$ cat src/hw/rtl/atdc_pkg.sv
// Shared types, constants and codes for the arrival time difference capture block.
package atdc_pkg;

    localparam int CHANNELS_DEF  = 8;
    localparam int TIME_BITS_DEF = 32;

    localparam int PIN_W   = 8;
    localparam int NOW_W   = 32;
    localparam int DELAY_W = 32;
    localparam int CHAN_W  = 3;
    localparam int MASK_W  = 8;
    localparam int CFG_W   = 32;
    localparam int CNTC_W  = 4;
    localparam int CFG_IDX_W = 1;

    localparam logic [CNTC_W-1:0] CHANNELS_RESET = 4'd8;
    localparam logic [CFG_W-1:0]  TIMEOUT_RESET  = 32'd500000;

    localparam logic [CFG_IDX_W-1:0] REG_CHANNELS = 1'd0;
    localparam logic [CFG_IDX_W-1:0] REG_TIMEOUT  = 1'd1;

    localparam logic [1:0] FUNC_SAMPLE = 2'd0;
    localparam logic [1:0] FUNC_CHECK  = 2'd1;
    localparam logic [1:0] FUNC_CLEAR  = 2'd2;

    typedef struct packed {
        logic [1:0]       func;
        logic [PIN_W-1:0] pin_levels;
        logic [NOW_W-1:0] now_us;
    } t_in;

    typedef struct packed {
        logic               all_triggered;
        logic [CHAN_W-1:0]  channel;
        logic [DELAY_W-1:0] delay_us;
        logic [MASK_W-1:0]  expired_mask;
        logic               last;
    } t_out;

    typedef enum logic [1:0] {
        S_IDLE,
        S_SCAN,
        S_EMIT
    } t_state;

    typedef struct packed {
        logic sample;
        logic clear;
        logic check_start;
        logic scan_step;
        logic emit;
    } t_cmd;

    typedef struct packed {
        logic idx_last;
        logic emit_done;
        logic out_free;
    } t_status;

endpackage

$ cat src/hw/rtl/atdc_ctrl.sv
// Controller state machine: item decode, channel scan and result emission sequencing.
module atdc_ctrl
    import atdc_pkg::*;
(
    input  logic       i_clk,
    input  logic       i_rst_n,
    input  logic       i_in_valid,
    input  logic [1:0] i_func,
    output logic       o_in_ready,
    output t_cmd       o_cmd,
    input  t_status    i_status
);

    t_state r_state;
    t_state n_state;

    always_ff @(posedge i_clk) begin
        if (!i_rst_n) begin
            r_state <= S_IDLE;
        end else begin
            r_state <= n_state;
        end
    end

    always_comb begin
        n_state    = r_state;
        o_in_ready = 1'b0;
        o_cmd      = '0;
        unique case (r_state)
            S_IDLE: begin
                o_in_ready = 1'b1;
                if (i_in_valid) begin
                    case (i_func)
                        FUNC_SAMPLE: o_cmd.sample = 1'b1;
                        FUNC_CLEAR:  o_cmd.clear  = 1'b1;
                        FUNC_CHECK: begin
                            o_cmd.check_start = 1'b1;
                            n_state           = S_SCAN;
                        end
                        default: ;
                    endcase
                end
            end
            S_SCAN: begin
                o_cmd.scan_step = 1'b1;
                if (i_status.idx_last) begin
                    n_state = S_EMIT;
                end
            end
            S_EMIT: begin
                // wait for the output register to free up
                if (i_status.out_free) begin
                    o_cmd.emit = 1'b1;
                    if (i_status.emit_done) begin
                        n_state = S_IDLE;
                    end
                end
            end
            default: n_state = S_IDLE;
        endcase
    end

endmodule

$ cat src/hw/rtl/atdc_datapath.sv
// Datapath: capture registers, age and earliest-arrival scan, delay and output register.
module atdc_datapath
    import atdc_pkg::*;
#(
    parameter int CHANNELS  = CHANNELS_DEF,
    parameter int TIME_BITS = TIME_BITS_DEF
) (
    input  logic                 i_clk,
    input  logic                 i_rst_n,
    input  t_in                  i_in,
    input  logic                 i_cfg_we,
    input  logic [CFG_IDX_W-1:0] i_cfg_index,
    input  logic [CFG_W-1:0]     i_cfg_data,
    input  t_cmd                 i_cmd,
    output t_status              o_status,
    output logic                 o_out_valid,
    input  logic                 i_out_ready,
    output t_out                 o_out
);

    localparam int IDX_W  = (CHANNELS > 1) ? $clog2(CHANNELS) : 1;
    localparam int CNT_W  = $clog2(CHANNELS + 1);
    localparam int CN_W   = (CNT_W > CNTC_W) ? CNT_W : CNTC_W;
    localparam int CMP_W  = (TIME_BITS > CFG_W) ? TIME_BITS : CFG_W;
    localparam int RISE_W = (CHANNELS > PIN_W) ? CHANNELS : PIN_W;

    logic [CNTC_W-1:0]    r_chan_cfg;
    logic [CFG_W-1:0]     r_timeout;
    logic [TIME_BITS-1:0] r_time [CHANNELS];
    logic [CHANNELS-1:0]  r_flag;
    logic [PIN_W-1:0]     r_prev;
    logic [IDX_W-1:0]     r_idx;
    logic [TIME_BITS-1:0] r_now;
    logic [TIME_BITS-1:0] r_earliest;
    logic [CHANNELS-1:0]  r_expired;
    logic                 r_all;
    logic                 r_out_valid;
    t_out                 r_out;

    logic [CN_W-1:0]      cfg_ext;
    logic [CNT_W-1:0]     n_act;
    logic [RISE_W-1:0]    rising;
    logic [TIME_BITS-1:0] cur_time;
    logic [TIME_BITS-1:0] age;
    logic                 expire;
    logic                 idx_last;
    logic                 out_free;

    // clamp the configured channel count into 1..CHANNELS
    always_comb begin
        cfg_ext = CN_W'(r_chan_cfg);
        if (cfg_ext == '0) begin
            n_act = CNT_W'(1);
        end else if (cfg_ext > CN_W'(CHANNELS)) begin
            n_act = CNT_W'(CHANNELS);
        end else begin
            n_act = CNT_W'(cfg_ext);
        end
    end

    assign rising   = RISE_W'(i_in.pin_levels & ~r_prev);
    assign cur_time = r_time[r_idx];
    assign age      = r_now - cur_time;
    assign expire   = r_flag[r_idx] && (CMP_W'(age) > CMP_W'(r_timeout));
    assign idx_last = (CNT_W'(r_idx) + CNT_W'(1)) == n_act;
    assign out_free = !r_out_valid || i_out_ready;

    assign o_status.idx_last  = idx_last;
    assign o_status.emit_done = !r_all || idx_last;
    assign o_status.out_free  = out_free;

    always_ff @(posedge i_clk) begin
        if (!i_rst_n) begin
            r_chan_cfg <= CHANNELS_RESET;
            r_timeout  <= TIMEOUT_RESET;
        end else if (i_cfg_we) begin
            case (i_cfg_index)
                REG_CHANNELS: r_chan_cfg <= i_cfg_data[CNTC_W-1:0];
                REG_TIMEOUT:  r_timeout  <= i_cfg_data;
                default: ;
            endcase
        end
    end

    // capture flags and previous levels
    always_ff @(posedge i_clk) begin
        if (!i_rst_n) begin
            r_flag <= '0;
            r_prev <= '0;
        end else begin
            if (i_cmd.sample) begin
                for (int i = 0; i < CHANNELS; i++) begin
                    if (rising[i] && !r_flag[i] && (CNT_W'(i) < n_act)) begin
                        r_flag[i] <= 1'b1;
                    end
                end
                r_prev <= i_in.pin_levels;
            end
            if (i_cmd.clear) begin
                r_flag <= '0;
            end
            if (i_cmd.scan_step && expire) begin
                r_flag[r_idx] <= 1'b0;
            end
        end
    end

    // timestamps are only read behind a set flag
    always_ff @(posedge i_clk) begin
        if (i_cmd.sample) begin
            for (int i = 0; i < CHANNELS; i++) begin
                if (rising[i] && !r_flag[i] && (CNT_W'(i) < n_act)) begin
                    r_time[i] <= TIME_BITS'(i_in.now_us);
                end
            end
        end
    end

    // scan and emission bookkeeping
    always_ff @(posedge i_clk) begin
        if (!i_rst_n) begin
            r_idx <= '0;
        end else if (i_cmd.check_start) begin
            r_idx <= '0;
        end else if (i_cmd.scan_step || i_cmd.emit) begin
            r_idx <= idx_last ? '0 : r_idx + IDX_W'(1);
        end
    end

    always_ff @(posedge i_clk) begin
        if (i_cmd.check_start) begin
            r_now      <= TIME_BITS'(i_in.now_us);
            r_earliest <= '1;
            r_expired  <= '0;
            r_all      <= 1'b1;
        end else if (i_cmd.scan_step) begin
            if (expire) begin
                r_expired[r_idx] <= 1'b1;
                r_all            <= 1'b0;
            end else if (!r_flag[r_idx]) begin
                r_all <= 1'b0;
            end else if (cur_time < r_earliest) begin
                r_earliest <= cur_time;
            end
        end
    end

    // output register: load a beat when empty or being taken
    always_ff @(posedge i_clk) begin
        if (!i_rst_n) begin
            r_out_valid <= 1'b0;
        end else if (i_cmd.emit) begin
            r_out_valid <= 1'b1;
        end else if (i_out_ready) begin
            r_out_valid <= 1'b0;
        end
    end

    always_ff @(posedge i_clk) begin
        if (i_cmd.emit) begin
            r_out.expired_mask <= MASK_W'(r_expired);
            if (r_all) begin
                r_out.all_triggered <= 1'b1;
                r_out.channel       <= CHAN_W'(r_idx);
                r_out.delay_us      <= DELAY_W'(cur_time - r_earliest);
                r_out.last          <= idx_last;
            end else begin
                r_out.all_triggered <= 1'b0;
                r_out.channel       <= '0;
                r_out.delay_us      <= '0;
                r_out.last          <= 1'b1;
            end
        end
    end

    assign o_out_valid = r_out_valid;
    assign o_out       = r_out;

    a_emit_free: assert property (@(posedge i_clk) disable iff (!i_rst_n)
        i_cmd.emit |-> out_free)
        else $error("result loaded over an untaken beat");

    a_scan_range: assert property (@(posedge i_clk) disable iff (!i_rst_n)
        (i_cmd.scan_step || i_cmd.emit) |-> (CNT_W'(r_idx) < n_act))
        else $error("channel index beyond channels in use");

    a_fail_last: assert property (@(posedge i_clk) disable iff (!i_rst_n)
        (i_cmd.emit && !r_all) |=> (o_out_valid && o_out.last && !o_out.all_triggered))
        else $error("not-triggered result must be a single last beat");

    a_trig_clean: assert property (@(posedge i_clk) disable iff (!i_rst_n)
        (i_cmd.emit && r_all) |-> (r_expired == '0))
        else $error("triggered check with expired captures");

endmodule

$ cat src/hw/rtl/arrival_time_difference_capture.sv
// Top level of the arrival time difference capture block.
// Keeps a first-rising-edge timestamp per channel. Sample and clear items complete when
// accepted and the next item is accepted in the following cycle. A check item walks the
// channels in use through one shared age comparator, one channel per cycle, then loads
// one result per cycle, while the output register is free, into the single output register:
// one result per channel in use when every one of them holds a live capture, otherwise one.
// The next item is accepted the cycle after the last result is loaded. A result waiting in
// the output register does not block the input.
module arrival_time_difference_capture
    import atdc_pkg::*;
#(
    parameter int CHANNELS  = CHANNELS_DEF,
    parameter int TIME_BITS = TIME_BITS_DEF
) (
    input  logic                 i_clk,
    input  logic                 i_rst_n,
    input  logic                 i_in_valid,
    output logic                 o_in_ready,
    input  t_in                  i_in,
    output logic                 o_out_valid,
    input  logic                 i_out_ready,
    output t_out                 o_out,
    input  logic                 i_cfg_we,
    input  logic [CFG_IDX_W-1:0] i_cfg_index,
    input  logic [CFG_W-1:0]     i_cfg_data
);

    t_cmd    cmd;
    t_status status;

    atdc_ctrl u_ctrl (
        .i_clk      (i_clk),
        .i_rst_n    (i_rst_n),
        .i_in_valid (i_in_valid),
        .i_func     (i_in.func),
        .o_in_ready (o_in_ready),
        .o_cmd      (cmd),
        .i_status   (status)
    );

    atdc_datapath #(
        .CHANNELS  (CHANNELS),
        .TIME_BITS (TIME_BITS)
    ) u_datapath (
        .i_clk       (i_clk),
        .i_rst_n     (i_rst_n),
        .i_in        (i_in),
        .i_cfg_we    (i_cfg_we),
        .i_cfg_index (i_cfg_index),
        .i_cfg_data  (i_cfg_data),
        .i_cmd       (cmd),
        .o_status    (status),
        .o_out_valid (o_out_valid),
        .i_out_ready (i_out_ready),
        .o_out       (o_out)
    );

endmodule

$ cat config.mk
export PLATFORM = sky130hd
export DESIGN_NAME = arrival_time_difference_capture
export DESIGN_NICKNAME = d
export VERILOG_FILES = /design/src/hw/rtl/atdc_pkg.sv /design/src/hw/rtl/atdc_ctrl.sv /design/src/hw/rtl/atdc_datapath.sv /design/src/hw/rtl/arrival_time_difference_capture.sv
export SDC_FILE = /design/constraint.sdc
export NUM_CORES = 1
export LEC_CHECK = 0
export BUFFER_PORTS_ARGS = -buffer_cell sky130_fd_sc_hd__buf_2
export CORE_ASPECT_RATIO = 1.5
export CORE_MARGIN = 2
export CORE_UTILIZATION = 63
export CTS_BUF_LIST = sky130_fd_sc_hd__clkbuf_4 sky130_fd_sc_hd__clkbuf_8
export CTS_CLUSTER_SIZE = 14
export DETAILED_ROUTE_END_ITERATION = 8
export PLACE_DENSITY = 0.82
export SLEW_MARGIN = 20
export SYNTH_ARGS = -nofsm -noshare
export SYNTH_HDL_FRONTEND = slang
export SYNTH_SLANG_ARGS = --single-unit
$ cat constraint.sdc
create_clock -name i_clk -period 8.4 [get_ports i_clk]
set_input_delay 0.42 -clock i_clk [delete_from_list [all_inputs] [get_ports i_clk]]
set_output_delay 0.42 -clock i_clk [all_outputs]
set_load 0.1 [all_outputs]
==> results.txt, run 1 <==
CP arrival: 7.60 ns
post-CTS sizing: 0
depth of the CTS H-tree: 2
Max VDD drop: 0.176 mV
initial antenna violation count: 4
Synth warnings: 0
Pwr Total: 4440 uW
asr flop ratio synth: 0%
Post-synth EDFFs: 333
max_cap viols: 0
PwrDens: 197 mW/mm^2
worst hold path type: in -> reg
root buffer cell: clkbuf_8
initial core utilization: 63.9%
grt total ovfl: 0
DR iter-0 viols: 841
Post-Syn Area: 0.0203 sq mm
Seq/Total Area, Yosys: 59.4%
DRC Markers: 0
setup violators final: 0
Slew @ Worst Pin: 0.986 ns
syn nets: 1723
Rel. slew slack: 34.2%
number of global-route vias before repair: 12983
input/output buffers: 126
Die X: 150 um
WL/cell: 21.0 um
Synth Instances: 1544
final setup TNS: 0 ns
post-route antenna net violation count: 0
flops & latches, synth: 435
placed cell area: 0.0214 sq mm
total track usage: 27.7%
crit share post-route: 84.9%
status: completed
Mean Syn Cell Area: 13.1 sq um
clock slew seen by the registers of the worst setup and hold paths: 0.07 ns
Site Rows: 80
distinct cell type count after synthesis: 73
crit path capture type: register
f_max: 140 MHz
final instance count without filler cells: 2160
CTS Buf Count: 59
Fill cells: 2143
cell accounting for the most synthesized area: edfxtp_1
first-pass GRT wire length: 70500 um
vias per cell: 5.94
share of layout cells above drive strength 1: 19.4%
Area contributors post-synth: edfxtp_1 49%, dfxtp_1 10%, mux4_2 7.2%, ha_1 6.0%, mux2i_1 3.4%
Worst Skew: 0.0371 ns
aggregate routed wire length: 45300 um
startpoint types: register
Crit path required time: 8.86 ns
RSZ-0062 raised after global routing: false
clk buf depth: 3
TritonCTS clock tree: built
die footprint: 0.0337 sq mm
die height: 224 um
largest net degree at the start of global routing: 50
nets: 1875
clock sink count: 435
Core Box Area: 0.0317 sq mm
Skew-Pair Late Insertion Delay: 0.64 ns
hpwl dp: 31600 um
I/O pins: 127
WS Path Type: reg -> reg
drt first pass iters: 7
Most used DFF post-synth: edfxtp_1
Setup Fix Bufs, Post-CTS: 0
fin util: 71.2%
# hold bufs at CTS: 0
post-synth top area share: 49.3%
CP max FO: 41
Area Growth Syn to Fin: 11.4%
final instance area: 0.0226 sq mm
leakage power total: 0.00880 uW
Final Hold Fails: 0
Pins Over Slew Limit: 0
detailed-route via count: 12838
min Tclk post-route: 7.13 ns
routability congestion estimate: 1.00
dpl cells: 2045
==> worst paths after layout <==
kind / startpoint / end / slack, ns / cells past startpoint
worst max-delay path: register / u_datapath.r_earliest[9] / 1.27 / 23
worst min-delay path: i_cfg_data[3] / u_datapath.cfg_ext[3] / 0.02 / 3
worst max register to register: register / u_datapath.r_earliest[9] / 1.27 / 23
worst min register to register: u_datapath.r_expired[0] / u_datapath.o_out[1] / 0.43 / 0
==> synth_stat cells, drive strengths merged, types with 16 or more instances <==
cell type  count
nor2          98
inv          113
nand2b        22
nand3         16
a21o          29
clkbuf        39
o21ai         52
a21oi         58
xor2          17
a21boi        43
dfxtp        102
o21a          19
nand2        141
edfxtp       333
mux4          65
mux2i         69
and2          28
xnor2         32
ha            97
==> metal layers <==
layer  GRT usage (%)  routed length (um)  part of all wire (%)
met1            33.8               17600                    39
met2            48.5               23500                    52
met3            4.15                2440                   5.4
met4            12.0                1770                   3.9
met5               0                   0                     0
==> critical path: stages (launching register included) <==
cell,delay (ns)
dfxtp_4,0.91
buf_4,0.42
mux4_2,0.54
mux2i_1,0.34
ha_1,0.32
o21ai_0,0.11
o21bai_1,0.16
a41oi_1,0.38
o21ai_1,0.14
and2_1,0.19
o21a_1,0.18
o21ba_2,0.21
o41ai_1,0.32
xnor2_1,0.12
ha_1,0.19
a21o_1,0.15
a21o_1,0.17
a21oi_1,0.15
o21a_1,0.12
nor2_1,0.05
a211oi_1,0.54
o21ai_1,0.15
or3_2,0.85
mux2i_1,0.24
==> cells by family (layout without fill, tap and decap cells) <==
group | Yosys count | count (layout) | synth area share, %
XOR/XNOR | 49 | 49 | 2.12
adder cells (fa/ha/maj) | 99 | 99 | 6.18
flip-flops | 435 | 435 | 59.4
multiplexers | 134 | 134 | 10.6
AO/OA/AOI/OAI | 275 | 275 | 9.41
AND/OR/NAND/NOR | 385 | 385 | 8.90
other | 0 | 5 | 0
buffers and inverters | 167 | 368 | 3.37
==> registers in the layout (all words and copies together), names as in the netlist, named ones only <==
register,flops
u_datapath.r_prev,8
u_datapath.r_expired,8
u_datapath.o_out,45
u_datapath.o_out_valid,1
u_datapath.cfg_ext,4
u_datapath.r_timeout,32
u_datapath.r_flag,8
u_datapath.r_earliest,32
u_datapath.r_time,256
u_datapath.r_idx,3
u_datapath.r_now,32
u_ctrl.r_state,2
u_datapath.r_all,1
==> where the power goes <==
part | leakage (uW) | switching [uW] | internal [uW]
clock | 0.000619 | 762 | 842
sequential | 0.00385 | 36.6 | 2370
combinational | 0.00433 | 251 | 179
==> through the flow <==
step | setup slack, ns | hold WS (ns)
after global placement | 1.46 | 0.417
after global routing | 0.737 | 0.0140
final | 1.27 | 0.0207
after CTS | 1.28 | 0.00538
after floorplan | 1.37 | 0.408
after detailed placement | 1.30 | 0.418
==> cell usage in the layout, fill, tap and decap left out, drive strengths merged, types with 9 or more instances in the layout <==
| cell | instances |
|---|---|
| edfxtp | 333 |
| buf | 144 |
| nand2 | 141 |
| inv | 114 |
| dfxtp | 102 |
| nor2 | 98 |
| ha | 97 |
| clkbuf | 78 |
| mux2i | 69 |
| mux4 | 65 |
| a21oi | 58 |
| o21ai | 52 |
| a21boi | 43 |
| xnor2 | 32 |
| a21o | 29 |
| and2 | 28 |
| clkinv | 26 |
| nand2b | 22 |
| o21a | 19 |
| xor2 | 17 |
| nand3 | 16 |
| nor3 | 15 |
| nor2b | 15 |
| o211ai | 13 |
| nand4 | 11 |
| a211oi | 9 |
| nor4 | 9 |
==> final cells by class <==
type                            count  area (sq um)  area share, %
Clock inverter                     32           220          0.975
Multi-Input combinational cell    942          7610           33.7
Timing Repair Buffer              144           778           3.45
Inverter                          114           428           1.90
Clock buffer                       78           967           4.28
Antenna cell                        5          12.5         0.0554
Tap cell                          410           513           2.27
Sequential cell                   435         12000           53.4
Note: power is estimated with default switching activity, not from simulation.
==> run 2, diff against run 1 <==
Clock period 8.4 ns to 6.7 ns, I/O delays scaled along.
==> results.txt, run 2 (same netlist as run 1, synthesis figures left out) <==
leakage power total: 0.00922 uW
final setup TNS: 0 ns
f_max: 154 MHz
Bufs and invs on worst path: 2
multi-input logic area: 0.00763 sq mm
RSZ-0062 raised after global routing: false
Core Box Area: 0.0317 sq mm
register-to-register setup slack: 0.22 ns
min Tclk post-route: 6.48 ns
CP arrival: 6.96 ns
drt first pass iters: 5
placed cell area: 0.0215 sq mm
largest net degree at the start of global routing: 79
Area Growth Syn to Fin: 15.8%
Crit path required time: 7.18 ns
die footprint: 0.0337 sq mm
status: completed
fin util: 74.0%
Max VDD drop: 0.186 mV
aggregate routed wire length: 47000 um
DRC Markers: 0
WL/cell: 21.0 um
I/O pins: 127
root buffer cell: clkbuf_8
Pins Over Slew Limit: 0
Site Rows: 80
initial core utilization: 63.9%
initial antenna violation count: 2
CP dominant cell by count: a21o_1
TritonCTS clock tree: built
Slowest cell on crit path: dfxtp_2
Worst Skew: 0.0368 ns
most common cell after layout, fill and taps aside: edfxtp_1
DR iter-0 viols: 928
Slew @ Worst Pin: 0.985 ns
crit path capture type: register
CP max FO: 32
nets: 1954
WS Path Type: reg -> reg
most frequent cells in the layout: 333 x edfxtp_1, 141 x nand2_1, 126 x buf_2, 112 x inv_1, 98 x dfxtp_1
grt total ovfl: 0
setup violators final: 0
post-route antenna net violation count: 0
Final Hold Fails: 0
worst hold path type: in -> reg
Skew-Pair Late Insertion Delay: 0.64 ns
die height: 224 um
max FFs per register: 256
max_cap viols: 0
critical path, cell by cell: buf_12 > mux4_2 > mux2i_1 > ha_1 > a21oi_1 > o21ai_0 > or2_2 > o21ai_0 > a21o_1 > a31oi_1 > a21o_1 > a21oi_1 > xnor2_1 > ha_1 > a21o_1 > a21o_1 > a21oi_1 > o21ai_0 > a211oi_1 > o21ai_1 > or3_2 > buf_4 > mux2i_1
critical path's top delay family: compound AO/OA/AOI/OAI gates
Die X: 150 um
Top reg by flops: u_datapath.r_time
total track usage: 28.6%
Fill cells: 1954
sequential cell area: 0.0120 sq mm
routability congestion estimate: 0.928
clock sink count: 435
PwrDens: 243 mW/mm^2
vias per cell: 6.01
first-pass GRT wire length: 73300 um
max incr delay on CP: 0.60 ns
depth of the CTS H-tree: 2
crit share post-route: 96.7%
hpwl dp: 31400 um
input/output buffers: 126
detailed-route via count: 13444
number of global-route vias before repair: 13629
CTS Buf Count: 60
startpoint types: register
final instance area: 0.0235 sq mm
clk buf depth: 3
Rel. slew slack: 33.5%
clock slew seen by the registers of the worst setup and hold paths: 0.06 ns
share of layout cells above drive strength 1: 19.9%
-- run 2: cell types whose count changed in the layout (fill, tap and decap cells not counted), moves of 2 or more --
cell and delta:
clkbuf_8 +8, buf_4 +8, clkbuf_4 +6, clkinv_1 -11, diode_2 -3, clkinvlp_4 -3, clkinv_2 +2, buf_12 +4
dlygate4sd3_1 +66
-- run 2: repair_timing --
action	4_1_cts	5_1_grt
hold buffers	66	0
hold endpoints to repair	259	0
endpoints found under the setup margin	0	44
resized for setup	0	1
setup buffers	0	5
-- run 2: final timing paths --
path                      startpoint                         to  depth (start not counted)
max                         register  u_datapath.r_earliest[21]                         23
min reg2reg  u_datapath.r_expired[5]        u_datapath.o_out[6]                          0
max reg2reg                 register  u_datapath.r_earliest[21]                         23
min                         i_in[24]       u_datapath.r_now[24]                          1
-- run 2: layout make-up --
cell class	instances	share of cell area (%)
Clock buffer	92	4.78
Multi-Input combinational cell	942	32.5
Sequential cell	435	51.3
Timing Repair Buffer	222	6.73
Antenna cell	2	0.0213
Clock inverter	20	0.618
Tap cell	410	2.19
Inverter	114	1.82
-- run 2: worst register-to-register path, stage by stage (launching register included) --
cell and delay, ns:
dfxtp_2 0.60, buf_12 0.27, mux4_2 0.35, mux2i_1 0.39, ha_1 0.38, a21oi_1 0.17, o21ai_0 0.15, or2_2 0.32
o21ai_0 0.38, a21o_1 0.19, a31oi_1 0.15, a21o_1 0.21, a21oi_1 0.21, xnor2_1 0.17, ha_1 0.28, a21o_1 0.17
a21o_1 0.17, a21oi_1 0.14, o21ai_0 0.10, a211oi_1 0.52, o21ai_1 0.15, or3_2 0.45, buf_4 0.24, mux2i_1 0.16
-- run 2: routing by layer --
layer | wire [um] | vias up | share of wire [%] | track usage, %
met1 | 17700 | 6592 | 38 | 34.7
met4 | 2030 | 0 | 4.3 | 12.6
li1 | - | 6191 | - | -
met2 | 24600 | 520 | 52 | 50.0
met3 | 2710 | 141 | 5.8 | 4.89
met5 | 0 | - | 0 | 0
-- run 2: stage by stage --
step	hold slack, ns	cells	setup slack [ns]	power (uW)
floorplan	0.408	1544	0.0408	3430
global route	0.00726	2237	0.00294	5920
detailed placement	0.412	2052	0.196	3600
finish	0.0228	2237	0.218	5710
CTS	0.00190	2230	0.178	5710
global placement	0.415	2051	0.390	3580
-- run 2: power by group --
group,total [uW],switching [uW],leakage (uW),internal [uW]
registers,3010,38.8,0.00385,2970
logic,586,330,0.00469,256
clock network,2110,969,0.000685,1150
